<file path="src/design/asls_pkg.sv">
package asls_pkg;

	localparam int unsigned MAX_STATIONS_DEF = 64;
	localparam int unsigned COST_W = 24;
	localparam int unsigned TIME_W = 16;
	localparam int unsigned IDX_W = 6;
	localparam int unsigned CFG_IDX_W = 2;
	localparam int unsigned CFG_DATA_W = 16;

	localparam logic [CFG_IDX_W-1:0] CFG_EXIT_A = 2'd0;
	localparam logic [CFG_IDX_W-1:0] CFG_EXIT_B = 2'd1;

	typedef logic [COST_W-1:0] cost_t;

	typedef struct packed {
		logic [TIME_W-1:0] time_a;
		logic [TIME_W-1:0] time_b;
		logic [TIME_W-1:0] move_to_a_cost;
		logic [TIME_W-1:0] move_to_b_cost;
		logic              last_station;
	} item_t;

	typedef struct packed {
		logic [IDX_W-1:0] station_index;
		logic             line_used;
		cost_t            total_cost;
		logic             overflow;
		logic             last_of_path;
	} result_t;

	// queue head as seen by the back end
	typedef struct packed {
		logic  valid;
		item_t item;
	} q_head_t;

	typedef enum logic [2:0] {
		ST_IDLE,
		ST_STEP,
		ST_FIN,
		ST_TRACE
	} back_state_t;

	function automatic cost_t sat_add(input cost_t x, input cost_t y);
		logic [COST_W:0] s;
		s = {1'b0, x} + {1'b0, y};
		return s[COST_W] ? '1 : s[COST_W-1:0];
	endfunction

endpackage

</file>
<file path="src/design/asls_front.sv">
module asls_front (
	input  logic                  clk,
	input  logic                  arst_n,
	input  logic                  start,
	output logic                  busy,
	input  asls_pkg::item_t       item,
	output asls_pkg::q_head_t     head,
	input  logic                  pop
);

	asls_pkg::item_t entry_q [2];
	logic            wr_ptr_q;
	logic            rd_ptr_q;
	logic [1:0]      fill_q;
	logic            push;

	assign busy = (fill_q == 2'd2);
	assign push = start && !busy;
	assign head.valid = (fill_q != 2'd0);
	assign head.item = entry_q[rd_ptr_q];

	always_ff @(posedge clk) begin
		if (push) begin
			entry_q[wr_ptr_q] <= item;
		end
	end

	always_ff @(posedge clk or negedge arst_n) begin
		if (!arst_n) begin
			wr_ptr_q <= 1'b0;
			rd_ptr_q <= 1'b0;
			fill_q <= 2'd0;
		end else begin
			if (push) begin
				wr_ptr_q <= !wr_ptr_q;
			end
			if (pop) begin
				rd_ptr_q <= !rd_ptr_q;
			end
			unique case ({push, pop})
				2'b10: fill_q <= fill_q + 2'd1;
				2'b01: fill_q <= fill_q - 2'd1;
				default: fill_q <= fill_q;
			endcase
		end
	end

endmodule

</file>
<file path="src/design/asls_back.sv">
module asls_back #(
	parameter int unsigned MAX_STATIONS = asls_pkg::MAX_STATIONS_DEF
) (
	input  logic                              clk,
	input  logic                              arst_n,
	input  logic                              cfg_valid,
	input  logic [asls_pkg::CFG_IDX_W-1:0]    cfg_index,
	input  logic [asls_pkg::CFG_DATA_W-1:0]   cfg_data,
	input  asls_pkg::q_head_t                 head,
	output logic                              pop,
	output logic                              result_strobe,
	output asls_pkg::result_t                 result
);

	localparam int unsigned AW = $clog2(MAX_STATIONS);
	localparam int unsigned CW = $clog2(MAX_STATIONS + 1);

	asls_pkg::back_state_t state_q, state_nxt;

	logic [asls_pkg::CFG_DATA_W-1:0] exit_a_q, exit_b_q;
	asls_pkg::cost_t best_a_q, best_b_q;
	logic [CW-1:0]   count_q;
	logic            overflow_q;

	// choice memory: bit 0 = predecessor of A, bit 1 = predecessor of B
	logic [1:0]      choice_mem [MAX_STATIONS];
	logic [1:0]      rd_data_q;
	logic [AW-1:0]   rd_addr;
	logic            mem_we;
	logic [1:0]      wr_data;

	// first half of a station step
	asls_pkg::cost_t stay_a_s1, stay_b_s1, mid_a_s1, mid_b_s1;
	logic [asls_pkg::TIME_W-1:0] ta_s1, tb_s1;
	logic            last_s1;

	asls_pkg::cost_t sw_a, sw_b, fa, fb;
	logic            pick_sw_a, pick_sw_b;
	logic            full, first;
	logic [CW-1:0]   cnt_m1;

	logic [AW-1:0]   j_q;
	logic            line_q;
	asls_pkg::cost_t total_q;

	assign sw_a = asls_pkg::sat_add(mid_a_s1, asls_pkg::cost_t'(ta_s1));
	assign sw_b = asls_pkg::sat_add(mid_b_s1, asls_pkg::cost_t'(tb_s1));
	assign pick_sw_a = !(stay_a_s1 <= sw_a);
	assign pick_sw_b = !(stay_b_s1 <= sw_b);
	assign full = (count_q >= CW'(MAX_STATIONS));
	assign first = (count_q == '0);
	assign cnt_m1 = count_q - CW'(1);
	assign fa = asls_pkg::sat_add(best_a_q, asls_pkg::cost_t'(exit_a_q));
	assign fb = asls_pkg::sat_add(best_b_q, asls_pkg::cost_t'(exit_b_q));
	assign wr_data = first ? 2'b10 : {!pick_sw_b, pick_sw_a};

	always_comb begin
		state_nxt = state_q;
		unique case (state_q)
			asls_pkg::ST_IDLE: if (head.valid) begin
				state_nxt = asls_pkg::ST_STEP;
			end
			asls_pkg::ST_STEP: state_nxt = last_s1 ? asls_pkg::ST_FIN : asls_pkg::ST_IDLE;
			asls_pkg::ST_FIN: state_nxt = asls_pkg::ST_TRACE;
			asls_pkg::ST_TRACE: if (j_q == '0) begin
				state_nxt = asls_pkg::ST_IDLE;
			end
			default: state_nxt = asls_pkg::ST_IDLE;
		endcase
	end

	always_comb begin
		pop = 1'b0;
		mem_we = 1'b0;
		rd_addr = j_q - AW'(1);
		unique case (state_q)
			asls_pkg::ST_IDLE: pop = head.valid;
			asls_pkg::ST_STEP: mem_we = !full;
			asls_pkg::ST_FIN: rd_addr = cnt_m1[AW-1:0];
			asls_pkg::ST_TRACE: rd_addr = j_q - AW'(1);
			default: pop = 1'b0;
		endcase
	end

	always_ff @(posedge clk) begin
		if (mem_we) begin
			choice_mem[count_q[AW-1:0]] <= wr_data;
		end
		rd_data_q <= choice_mem[rd_addr];
	end

	always_ff @(posedge clk) begin
		if (state_q == asls_pkg::ST_IDLE) begin
			stay_a_s1 <= asls_pkg::sat_add(best_a_q, asls_pkg::cost_t'(head.item.time_a));
			stay_b_s1 <= asls_pkg::sat_add(best_b_q, asls_pkg::cost_t'(head.item.time_b));
			mid_a_s1 <= asls_pkg::sat_add(best_b_q,
				asls_pkg::cost_t'(head.item.move_to_a_cost));
			mid_b_s1 <= asls_pkg::sat_add(best_a_q,
				asls_pkg::cost_t'(head.item.move_to_b_cost));
			ta_s1 <= head.item.time_a;
			tb_s1 <= head.item.time_b;
			last_s1 <= head.item.last_station;
		end
		if (state_q == asls_pkg::ST_FIN) begin
			line_q <= !(fa <= fb);
			total_q <= (fa <= fb) ? fa : fb;
			j_q <= cnt_m1[AW-1:0];
		end else if (state_q == asls_pkg::ST_TRACE) begin
			line_q <= rd_data_q[line_q];
			j_q <= j_q - AW'(1);
		end
		result.station_index <= asls_pkg::IDX_W'(j_q);
		result.line_used <= line_q;
		result.total_cost <= total_q;
		result.overflow <= overflow_q;
		result.last_of_path <= (j_q == '0);
	end

	always_ff @(posedge clk or negedge arst_n) begin
		if (!arst_n) begin
			state_q <= asls_pkg::ST_IDLE;
			exit_a_q <= '0;
			exit_b_q <= '0;
			best_a_q <= '0;
			best_b_q <= '0;
			count_q <= '0;
			overflow_q <= 1'b0;
			result_strobe <= 1'b0;
		end else begin
			state_q <= state_nxt;
			result_strobe <= (state_q == asls_pkg::ST_TRACE);
			if (cfg_valid) begin
				if (cfg_index == asls_pkg::CFG_EXIT_A) begin
					exit_a_q <= cfg_data;
				end else if (cfg_index == asls_pkg::CFG_EXIT_B) begin
					exit_b_q <= cfg_data;
				end
			end
			if (state_q == asls_pkg::ST_STEP) begin
				priority if (full) begin
					overflow_q <= 1'b1;
				end else if (first) begin
					best_a_q <= asls_pkg::cost_t'(ta_s1);
					best_b_q <= asls_pkg::cost_t'(tb_s1);
					count_q <= CW'(1);
				end else begin
					best_a_q <= pick_sw_a ? sw_a : stay_a_s1;
					best_b_q <= pick_sw_b ? sw_b : stay_b_s1;
					count_q <= count_q + CW'(1);
				end
			end
			// problem closes after the station zero entry
			if (state_q == asls_pkg::ST_TRACE && j_q == '0) begin
				best_a_q <= '0;
				best_b_q <= '0;
				count_q <= '0;
				overflow_q <= 1'b0;
			end
		end
	end

endmodule

</file>
<file path="src/design/two_line_assembly_schedule.sv">
// Two-line assembly scheduler. The back end takes each station through a
// saturating add stage, then compare/update; a 2-entry queue in front
// accepts items while the back end works. On the last station the exit
// choice is made in FIN, then one result per cycle follows for n stations,
// each strobe registered out of TRACE. Results cannot be stalled.
// Async active-low reset clears costs, counts, flags and exit registers.
module two_line_assembly_schedule #(
	parameter int unsigned MAX_STATIONS = asls_pkg::MAX_STATIONS_DEF
) (
	input  logic                              clk,
	input  logic                              arst_n,
	input  logic                              start,
	output logic                              busy,
	input  asls_pkg::item_t                   item,
	output logic                              result_strobe,
	output asls_pkg::result_t                 result,
	input  logic                              cfg_valid,
	output logic                              cfg_ready,
	input  logic [asls_pkg::CFG_IDX_W-1:0]    cfg_index,
	input  logic [asls_pkg::CFG_DATA_W-1:0]   cfg_data
);

	asls_pkg::q_head_t head;
	logic              pop;

	assign cfg_ready = 1'b1;

	asls_front u_front (
		.clk    (clk),
		.arst_n (arst_n),
		.start  (start),
		.busy   (busy),
		.item   (item),
		.head   (head),
		.pop    (pop)
	);

	asls_back #(
		.MAX_STATIONS (MAX_STATIONS)
	) u_back (
		.clk           (clk),
		.arst_n        (arst_n),
		.cfg_valid     (cfg_valid),
		.cfg_index     (cfg_index),
		.cfg_data      (cfg_data),
		.head          (head),
		.pop           (pop),
		.result_strobe (result_strobe),
		.result        (result)
	);

endmodule

</file>
<file path="config.mk">
export PLATFORM = sky130hd
export DESIGN_NAME = two_line_assembly_schedule
export DESIGN_NICKNAME = d
export VERILOG_FILES = /design/src/design/asls_pkg.sv /design/src/design/asls_front.sv /design/src/design/asls_back.sv /design/src/design/two_line_assembly_schedule.sv
export SDC_FILE = /design/constraint.sdc
export NUM_CORES = 1
export LEC_CHECK = 0
export ABC_CLOCK_PERIOD_IN_PS = 6840
export BUFFER_PORTS_ARGS = -buffer_cell sky130_fd_sc_hd__buf_2
export CAP_MARGIN = 20
export CORE_MARGIN = 1.5
export CORE_UTILIZATION = 57
export CTS_CLUSTER_DIAMETER = 50
export DETAILED_ROUTE_END_ITERATION = 12
export GPL_ROUTABILITY_DRIVEN = 0
export PLACE_DENSITY_LB_ADDON = 0.15
export SYNTH_ARGS = -nofsm -noshare
export SYNTH_HDL_FRONTEND = slang
export SYNTH_SLANG_ARGS = --single-unit
</file>
<file path="constraint.sdc">
create_clock -name clk -period 6.84 [get_ports clk]
set_clock_uncertainty 0.2 [all_clocks]
set_input_delay 1.71 -clock clk [delete_from_list [all_inputs] [get_ports clk]]
set_output_delay 1.71 -clock clk [all_outputs]
set_load 0.01 [all_outputs]
</file>
Word-level counts from Yosys, hierarchy flattened
Memories as Yosys holds them, arrays and structs flattened. A register that Yosys moved wholly into a read port is not among the register bits.
Index checks and enable logic that the tools add are counted.

operators by class
  divide/modulo/power cells = 0
  $add $sub $neg = 13
  $lt $le $gt $ge = 5
  bitwise operators = 1
  shift-type cells = 0
  reductions and logical operators = 22
  multipliers = 0
  equality and inequality tests = 10
  mux-type cells = 41

operators with widths
  operator                                                               number
  24-bit 2-to-1 mux                                                      15
  24-bit by 16-bit adder with 25-bit output                              8
  24-bit less-or-equal comparator                                        3
  7-bit 2-to-1 mux                                                       4
  6-bit 2-to-1 mux                                                       3
  1-bit 2-to-1 mux                                                       13
  3-bit one-hot mux with 4 select lines                                  1
  6-bit by 1-bit subtractor with 6-bit output, second input constant     2
  2-bit nonzero test                                                     5
  2-bit AND reduction                                                    4
  7-bit by 1-bit adder with 7-bit output, second input constant          1
  7-bit greater-or-equal comparator, second input constant               1
  7-bit zero test                                                        1
  3-bit by 2-bit equality test with 1-bit output, second input constant  2
  1-bit zero test                                                        6
  6-bit zero test                                                        1
  3-bit 2-to-1 mux                                                       2
  2-bit by 1-bit equality test with 1-bit output, second input constant  2
  2-bit equality test, second input constant                             2
  2-bit 2-to-1 mux                                                       2
  2-bit inequality test, second input constant                           2
  2-bit one-hot mux with 2 select lines                                  1
  3-bit by 1-bit equality test with 1-bit output, second input constant  1
  3-bit zero test                                                        1
  8 further kinds                                                        9

word-level totals
  register bits after elaboration = 289
  bits in writable memories = 258
  latch bits = 0
  memories = 2
  memory bits (read-only) = 0

memory list
  name               words  width  rd ports  clocked after memory_dff  wr ports  line              RTL
  u_front.entry_q    2      65     1         0                         1         asls_front.sv:11  asls_pkg::item_t entry_q [2];
  u_back.choice_mem  64     2      1         1                         1         asls_back.sv:26   logic [1:0] choice_mem [MAX_STATIONS];

Logic depth before layout (Yosys ltp)
Gate-level depths: netlist (run 1).

  word-level depth = 8
  mapped depth = 22

Cells and area by module
A second synthesis (run 1) with hierarchy kept.

unflattened totals
  cells, all modules = 2529
  area total of the unflattened synthesis = 29831.1 µm²

by module, submodules not included
  module                      sequential area each (µm²)  cells each  area an instance (µm²)  instances
  asls_back                   11626.2                     2308        24777.5                 1
  asls_front                  4003.8                      219         5042.3                  1
  two_line_assembly_schedule  0.0                         2           11.3                    1

Least setup slack after synthesis (run 1)
OpenSTA, ideal clock, no wires.

  path type = reg2reg
  from = reg u_back.state_q[0]
  to = reg u_back.last_s1 (enable)
  setup slack = 0.185 ns
  data arrival time = 5.836 ns
  required time = 6.021 ns
  path buffers = 0
  cell stages (with the launch flop) = 2
  library setup time = 0.619 ns
  cell sequence = dfrtp_1 > nor2_1

on the way
  word-level cells in the longest chain between the ends = 1

RTL lines
  item                    line              RTL
  from (decl)             asls_back.sv:18   asls_pkg::back_state_t state_q, state_nxt;
  from (signal assigned)  asls_back.sv:121  state_q <= asls_pkg::ST_IDLE;
  from (signal assigned)  asls_back.sv:130  state_q <= state_nxt;
  3-bit zero test         asls_back.sv:93   if (state_q == asls_pkg::ST_IDLE) begin
  to (signal assigned)    asls_back.sv:102  last_s1 <= head.item.last_station;
  to (decl)               asls_back.sv:35   logic last_s1;

Every way passes these cells.
A chain may end at the register's enable or synchronous reset.

Final worst setup path (run 1)
  from = reg u_back.ta_s1[8] (netlist bit)
  to = mem u_back.choice_mem[19][0] (data pin)

on the way
  word-level cells in the longest chain between the ends = 5

RTL lines
  item                                       line              RTL
  from (decl)                                asls_back.sv:34   logic [asls_pkg::TIME_W-1:0] ta_s1, tb_s1;
  from (signal assigned)                     asls_back.sv:100  ta_s1 <= head.item.time_a;
  24-bit by 16-bit adder with 25-bit output  asls_pkg.sv:46    s = {1'b0, x} + {1'b0, y};
  24-bit 2-to-1 mux                          asls_pkg.sv:47    return s[COST_W] ? '1 : s[COST_W-1:0];
  24-bit less-or-equal comparator            asls_back.sv:48   assign pick_sw_a = !(stay_a_s1 <= sw_a);
  1-bit zero test                            asls_back.sv:48
  2-bit 2-to-1 mux                           asls_back.sv:55   assign wr_data = first ? 2'b10 : {!pick_sw_b, pick_sw_a};
  named net u_back.wr_data[0]                asls_back.sv:30   logic [1:0] wr_data;
  to (decl)                                  asls_back.sv:26

The timed path passes the listed nets, and every way through them passes these cells.

==> results_dict.tcl, run 1 <==
set metrics [dict create \
    rsz0062_at_grt "no" \
    crit_arrival_ps 6260 \
    ys_async_sr_fraction_pct 17.34 \
    p_leak_nw 12.98 \
    met2_usage_pct 44.60 \
    htree_levels 3 \
    grt_util_met3_pct 4.620 \
    dp_hpwl_mm 54.48 \
    p_int_mw 10.50 \
    numCtsBuffers 67 \
    period_share_pct 89.90 \
    max_stage_delay_ps 900 \
    syn-cell-area_um2 29610 \
    finalCriticalPeriod_ps 6149 \
    crit_required_ps 6950 \
    firstDrtPassIters 6 \
    synth-seq-cells 548 \
    yosys_warnings 0 \
    rows 83 \
    synthDistinctLibCells 102 \
    p_seq_share_pct 31.0 \
    cp_slowest_cell "a22oi_2" \
    num_vias 20780 \
    drc 0 \
    tritoncts "built" \
    drive_gt1_share_pct 16.98 \
    globalRouteOverflowTotal 0 \
    crit_type "reg -> reg" \
    ios 123 \
    grt-busiest-layer "met2" \
    multi_input_area_um2 13470 \
    cts_resized 0 \
    grtUsageMet1_pct 40.09 \
    p_comb_share_pct 49.1 \
    regToRegSetupSlack_ps 690 \
    clock.fmax_mhz 162.6 \
    cts.clk_slew.worst_paths_ps 60 \
    grt_pass1_wl_mm 116.4 \
    hold_viol_final 0 \
    die_h_um 230.9 \
    end_kind "register" \
    drt-initial-drc-count 1903 \
    ff_latch_area_um2 15630 \
    initial_core_util_pct 57.72 \
    clkSinkCount 548 \
    final_common_cell "edfxtp_1" \
    ant_nets 0 \
    tightest_slew_ps 1078 \
    die_width_um 230.9 \
    finalPower_mw 17.69 \
    antenna_found_initial 1 \
    drv_slew 0 \
    layout_common_cells "418 x edfxtp_1, 242 x nor2_1, 204 x ha_1" \
    postSynthCellCount 2469 \
    grt_util_all_layers_pct 28.50 \
    path_max_fanout 64 \
    synth_flop_cell "edfxtp_1" \
    n_antenna_cell 0 \
    syn-num-nets 2768 \
    fin_nets 2900 \
    status "completed" \
    synth_edf_count 418 \
    die_area_um2 53320 \
    p_sw_mw 7.186 \
    clockPowerShare_pct 19.9 \
    startpoint_type "register" \
    area_growth_syn_to_layout_pct 11.98 \
    finalSetupViolations 0 \
    cts_hold_buf 0 \
    cts_setup_buffers 0 \
    crit_chain "ha_1, nand4_1, or3b_1, o31a_1, a211oi_2, o2111a_2, nor2_1, ha_1, nand4_1, nor4_1, o31ai_1, a22oi_2, and2_1, buf_4" \
    totalWireLength_mm 75.38 \
    clock-root-buffer "clkbuf_16" \
    port_buffers 121 \
    maxSlewHeadroom_pct 27.84 \
    hp-class "reg -> reg" \
    post_drt_wl_per_cell_um 22.60 \
    peakVddDrop_v 0.0003393 \
    max-clock-path-buffers 3 \
    nFillCells 3851 \
    setup_tns_ps 0 \
    clk_latency_ps 610 \
    p_per_area_nw_per_um2 533.5 \
    syn_area_per_cell_um2 11.99 \
    cap_violations 0 \
    grt_pass1_vias 20420 \
    ys_seq_area_share_pct 52.79 \
    grt_max_degree 78 \
    vias_per_cell 6.230 \
    core_um2 51300 \
    netSwitchingFraction_pct 40.62 \
]
final cells by class:
cell class,instances,share of cell area (%)
sequential,548,47.14
multi-input combinational,1788,40.63
clock buffer,87,5.604
tap,680,2.566
timing repair buffer,144,2.392
clock inverter,37,1.079
inverter,52,0.5887
power groups by stage:
stage               Combinational (mW)  Clock (mW)  Sequential, mW
global placement                  8.30           0            5.50
floorplan                         6.46           0            5.14
CTS                               8.58        3.57            5.46
global route                      9.51        3.70            5.54
finish                            8.68        3.52            5.48
detailed placement                8.51           0            5.53
worst max-delay path: cells and delay by family (launching register included):
kind | cells | cell delay (ps)
AOI/OAI and AO/OA | 5 | 2320
and+or+nand+nor | 6 | 1570
DFF | 1 | 420
adders and majority gates | 2 | 800
buffers and inverters | 1 | 470
final timing paths:
| path | startpoint | to | cells after the start |
|---|---|---|---|
| worst max-delay path | u_back.ta_s1[8]$_DFFE_PP_ | u_back.choice_mem[19][0]$_DFFE_PP_ | 14 |
| worst min-delay path | u_back.total_q[14]$_DFFE_PP_ | u_back.result[16]$_DFF_P_ | 0 |
| worst max register to register | u_back.ta_s1[8]$_DFFE_PP_ | u_back.choice_mem[19][0]$_DFFE_PP_ | 14 |
| worst min register to register | u_back.total_q[14]$_DFFE_PP_ | u_back.result[16]$_DFF_P_ | 0 |
| max in group asynchronous | arst_n | u_front.rd_ptr_q$_DFFE_PN0P_ | 2 |
| min in group asynchronous | arst_n | u_back.best_b_q[20]$_DFFE_PN0P_ | 1 |
cell families after synthesis:
family / count (synthesis) / synth area share (%)
mux: 203 / 8.751
flops: 548 / 52.79
fa+ha+maj: 212 / 9.161
compound gates: 555 / 12.49
xor+xnor: 107 / 3.279
simple gates: 710 / 11.59
other cells: 1 / 0.01266
buf+inv: 133 / 1.935
Yosys cell counts, drive strengths merged (28+ instances only):
| cell | n | area [um^2] |
|---|---|---|
| edfxtp | 418 | 12550 |
| nand3 | 39 | 207.7 |
| nor2 | 247 | 929.7 |
| dfrtp | 95 | 2377 |
| buf | 33 | 197.7 |
| mux2i | 63 | 654.4 |
| dfxtp | 35 | 700.7 |
| xor2 | 44 | 392.9 |
| o21a | 28 | 210.2 |
| a21o | 49 | 367.9 |
| o21ai | 136 | 680.7 |
| a211oi | 34 | 265.3 |
| clkbuf | 48 | 180.2 |
| mux4 | 32 | 720.7 |
| ha | 204 | 2552 |
| a21oi | 132 | 668.1 |
| mux2 | 108 | 1216 |
| nor3 | 44 | 220.2 |
| xnor2 | 63 | 578.1 |
| inv | 52 | 195.2 |
| nand2 | 179 | 679.4 |
routing by layer:
layer / vias up / routed length [um]
li1: 9648 / -
met3: 158 / 5379
met4: 2 / 2693
met2: 852 / 34370
met1: 10120 / 32920
met5: - / 13
through the flow:
step           area [um^2]  utilization, %  hold slack [ps]  cells  worst slack, ps
6_report             33160           64.63            140.3   3336            690.6
5_1_grt              33160           64.63            150.3   3336            370.8
4_1_cts              33140           64.59            140.1   3335            816.2
3_5_place_dp         30920           60.27            126.9   3211            842.7
3_3_place_gp         30920           60.27            125.9   3211             1022
2_1_floorplan        29610               -            123.3   2469            184.6
state kept, by name (all words and copies together) (netlist names), 6 cells and up:
| signal | count |
|---|---|
| u_back.best_a_q | 24 |
| u_back.best_b_q | 24 |
| u_back.choice_mem | 128 |
| u_back.count_q | 7 |
| u_back.exit_a_q | 16 |
| u_back.exit_b_q | 16 |
| u_back.j_q | 6 |
| u_back.mid_a_s1 | 24 |
| u_back.mid_b_s1 | 24 |
| u_back.result | 33 |
| u_back.stay_a_s1 | 24 |
| u_back.stay_b_s1 | 24 |
| u_back.ta_s1 | 16 |
| u_back.tb_s1 | 16 |
| u_back.total_q | 24 |
| u_front.entry_q | 130 |
(Power assumes the default switching activity.)
==> run 2, diff against run 1 <==
SYNTH_HIERARCHICAL = 1   (was not set)
==> run 2 against run 1 <==
Count of clock-buffer cells in the layout is 1 lower. Largest power group unchanged. Maximum frequency is 5.0% higher. Routed wire length is 1.5% higher.
==> results_dict.tcl, run 2 <==
set metrics [dict create \
    synth_top_cells_by_area "edfxtp_1 42%, ha_1 8.6%, dfrtp_1 8.0%, a21oi_1 2.8%, nor2_1 2.8%" \
    drc 0 \
    post_drt_wl_per_cell_um 22.56 \
    yosys_warnings 6 \
    rows 83 \
    drv_slew 0 \
    nFillCells 3966 \
    max-clock-path-buffers 3 \
    synth_edf_count 418 \
    dp_hpwl_mm 55.62 \
    htree_levels 3 \
    ys_seq_area_share_pct 52.39 \
    r2r-start "u_back/ta_s1[0]$_DFFE_PP_" \
    die_h_um 231.8 \
    synth_top_area_cell "edfxtp_1" \
    postSynthCellCount 2529 \
    p_per_area_nw_per_um2 543.1 \
    cap_violations 0 \
    antenna_found_initial 1 \
    clk_latency_ps 610 \
    totalWireLength_mm 76.51 \
    syn_area_per_cell_um2 11.80 \
    r2r-end "u_back/choice_mem[47][0]$_DFFE_PP_" \
    dp_cells 3266 \
    firstDrtPassIters 7 \
    area_growth_syn_to_layout_pct 12.03 \
    cts_resized 0 \
    status "completed" \
    hp-start "u_back/total_q[5]$_DFFE_PP_" \
    clock.fmax_mhz 170.7 \
    multi_input_area_um2 13600 \
    globalRouteOverflowTotal 0 \
    maxSlewHeadroom_pct 30.33 \
    worst-r2r-cell-count 16 \
    drive_gt1_share_pct 16.20 \
    num_vias 21360 \
    largest_reg_flops 130 \
    vias_per_cell 6.298 \
    cts_setup_buffers 0 \
    ys_top_cells_by_count "418 x edfxtp_1, 223 x nor2_1, 204 x ha_1, 204 x nand2_1, 168 x a21oi_1" \
    end_kind "register" \
    clkSinkCount 548 \
    ant_nets 0 \
    crit_required_ps 6940 \
    numCtsBuffers 67 \
    ios 123 \
    ff_latch_area_um2 15630 \
    drt-initial-drc-count 1996 \
    final_common_cell "edfxtp_1" \
    tritoncts "built" \
    synth_most_common_cell "edfxtp_1" \
    die_width_um 231.8 \
    fin_nets 2955 \
    startpoint_type "register" \
    place_ws_ps 1188 \
    ys_async_sr_fraction_pct 17.34 \
    layout_common_cells "418 x edfxtp_1, 220 x nor2_1, 204 x nand2_1, 204 x ha_1, 168 x a21oi_1" \
    cts_hold_buf 0 \
    cts.clk_slew.worst_paths_ps 60 \
    finalCriticalPeriod_ps 5859 \
    p_leak_nw 13.40 \
    grt_max_degree 72 \
    final_cells 3391 \
    die_area_um2 53720 \
    syn-num-nets 2828 \
    hold_viol_final 0 \
    regToRegSetupSlack_ps 980 \
    synthDistinctLibCells 86 \
    rsz0062_at_grt "no" \
    fin_ws_ps 981.4 \
    initial_core_util_pct 57.91 \
    clock-root-buffer "clkbuf_16" \
    finalSetupViolations 0 \
    hp-class "reg -> reg" \
    setup_tns_ps 0 \
    worstHoldPathCells 0 \
    period_share_pct 85.65 \
    port_buffers 121 \
    tightest_slew_ps 1043 \
    core_um2 51510 \
    peakVddDrop_v 0.0003435 \
    largest-register "u_front/entry_q" \
    crit_type "reg -> reg" \
    synth_flop_cell "edfxtp_1" \
    grt_util_all_layers_pct 28.51 \
    min_to "u_back/result[7]$_DFF_P_" \
    synth_top_area_share_pct 42.08 \
    synth-seq-cells 548 \
    syn-cell-area_um2 29830 \
    path_max_fanout 64 \
    grt_pass1_wl_mm 117.1 \
    crit_arrival_ps 5960 \
    grt_pass1_vias 20820 \
]
run 2: worst max-delay path, cell delays in order, from the launching register on:
cell and delay, ps:
edfxtp_1 390, ha_1 240, fa_1 430, a211oi_1 380, nor4b_1 150, o31ai_1 430
a21oi_1 170, o21ba_1 460, nor3_1 380, ha_1 230, nand4_1 130, nor4_1 520
o31ai_1 210, a32oi_2 270, buf_4 250, and2_1 150, buf_4 520
run 2: per-layer routing:
| metal | up-vias | track usage [%] | share of wire, % | wire (um) |
|---|---|---|---|---|
| met5 | - | 0 | 0 | 0 |
| met4 | 0 | 12.42 | 3.9 | 2955 |
| met3 | 188 | 4.384 | 7.0 | 5384 |
| met2 | 896 | 45.78 | 47 | 35970 |
| met1 | 10480 | 38.57 | 42 | 32200 |
| li1 | 9793 | - | - | - |
run 2: how the worst max path moves through the flow:
| stage | slack [ps] | start | depth (start not counted) | to |
|---|---|---|---|---|
| CTS | 1140 | u_back/ta_s1[0]$_DFFE_PP_ | 16 | u_back/choice_mem[47][0]$_DFFE_PP_ |
| global placement | 1310 | u_back/best_a_q[0]$_DFFE_PN0P_ | 19 | u_back/total_q[19]$_DFFE_PP_ |
| detailed placement | 1190 | u_back/ta_s1[0]$_DFFE_PP_ | 16 | u_back/choice_mem[34][0]$_DFFE_PP_ |
| floorplan | 150 | u_back/state_q[1]$_DFFE_PN0P_ | 2 | u_back/last_s1$_DFFE_PP_ |
| finish | 980 | u_back/ta_s1[0]$_DFFE_PP_ | 16 | u_back/choice_mem[47][0]$_DFFE_PP_ |
| global route | 710 | u_back/best_a_q[0]$_DFFE_PN0P_ | 18 | u_back/total_q[23]$_DFFE_PP_ |
run 2: logic make-up after synthesis:
| group | Yosys count | synth area share (%) |
|---|---|---|
| other cells | 1 | 0.01257 |
| compound gates | 608 | 13.14 |
| mux | 182 | 8.422 |
| fa+ha+maj | 212 | 9.093 |
| flops | 548 | 52.39 |
| buf+inv | 150 | 2.252 |
| xor+xnor | 112 | 3.313 |
| simple gates | 716 | 11.37 |
run 2: metrics by stage:
stage	power, mW	area, um^2	hold slack (ps)	util (%)
2_1_floorplan	11.95	29830	123.3	-
3_3_place_gp	14.15	31120	126.0	60.42
3_5_place_dp	14.46	31120	131.9	60.42
4_1_cts	18.14	33410	139.8	64.86
5_1_grt	19.28	33420	144.8	64.88
6_report	18.15	33420	138.4	64.88
run 2: layout make-up:
type / count / area share, %
Sequential cell: 548 / 46.78
Multi-Input combinational cell: 1831 / 40.69
Clock buffer: 86 / 5.507
Tap cell: 680 / 2.546
Timing Repair Buffer: 151 / 2.505
Clock inverter: 37 / 1.329
Inverter: 57 / 0.6402
Antenna cell: 1 / 0.007488
run 2: power by group:
| group | internal [mW] | total, mW | leakage [nW] | switching [mW] |
|---|---|---|---|---|
| combinational | 3.78 | 8.95 | 7.03 | 5.17 |
| clock | 2.19 | 3.62 | 1.10 | 1.43 |
| sequential | 4.79 | 5.58 | 5.28 | 0.782 |
| total | 10.8 | 18.2 | 13.4 | 7.39 |
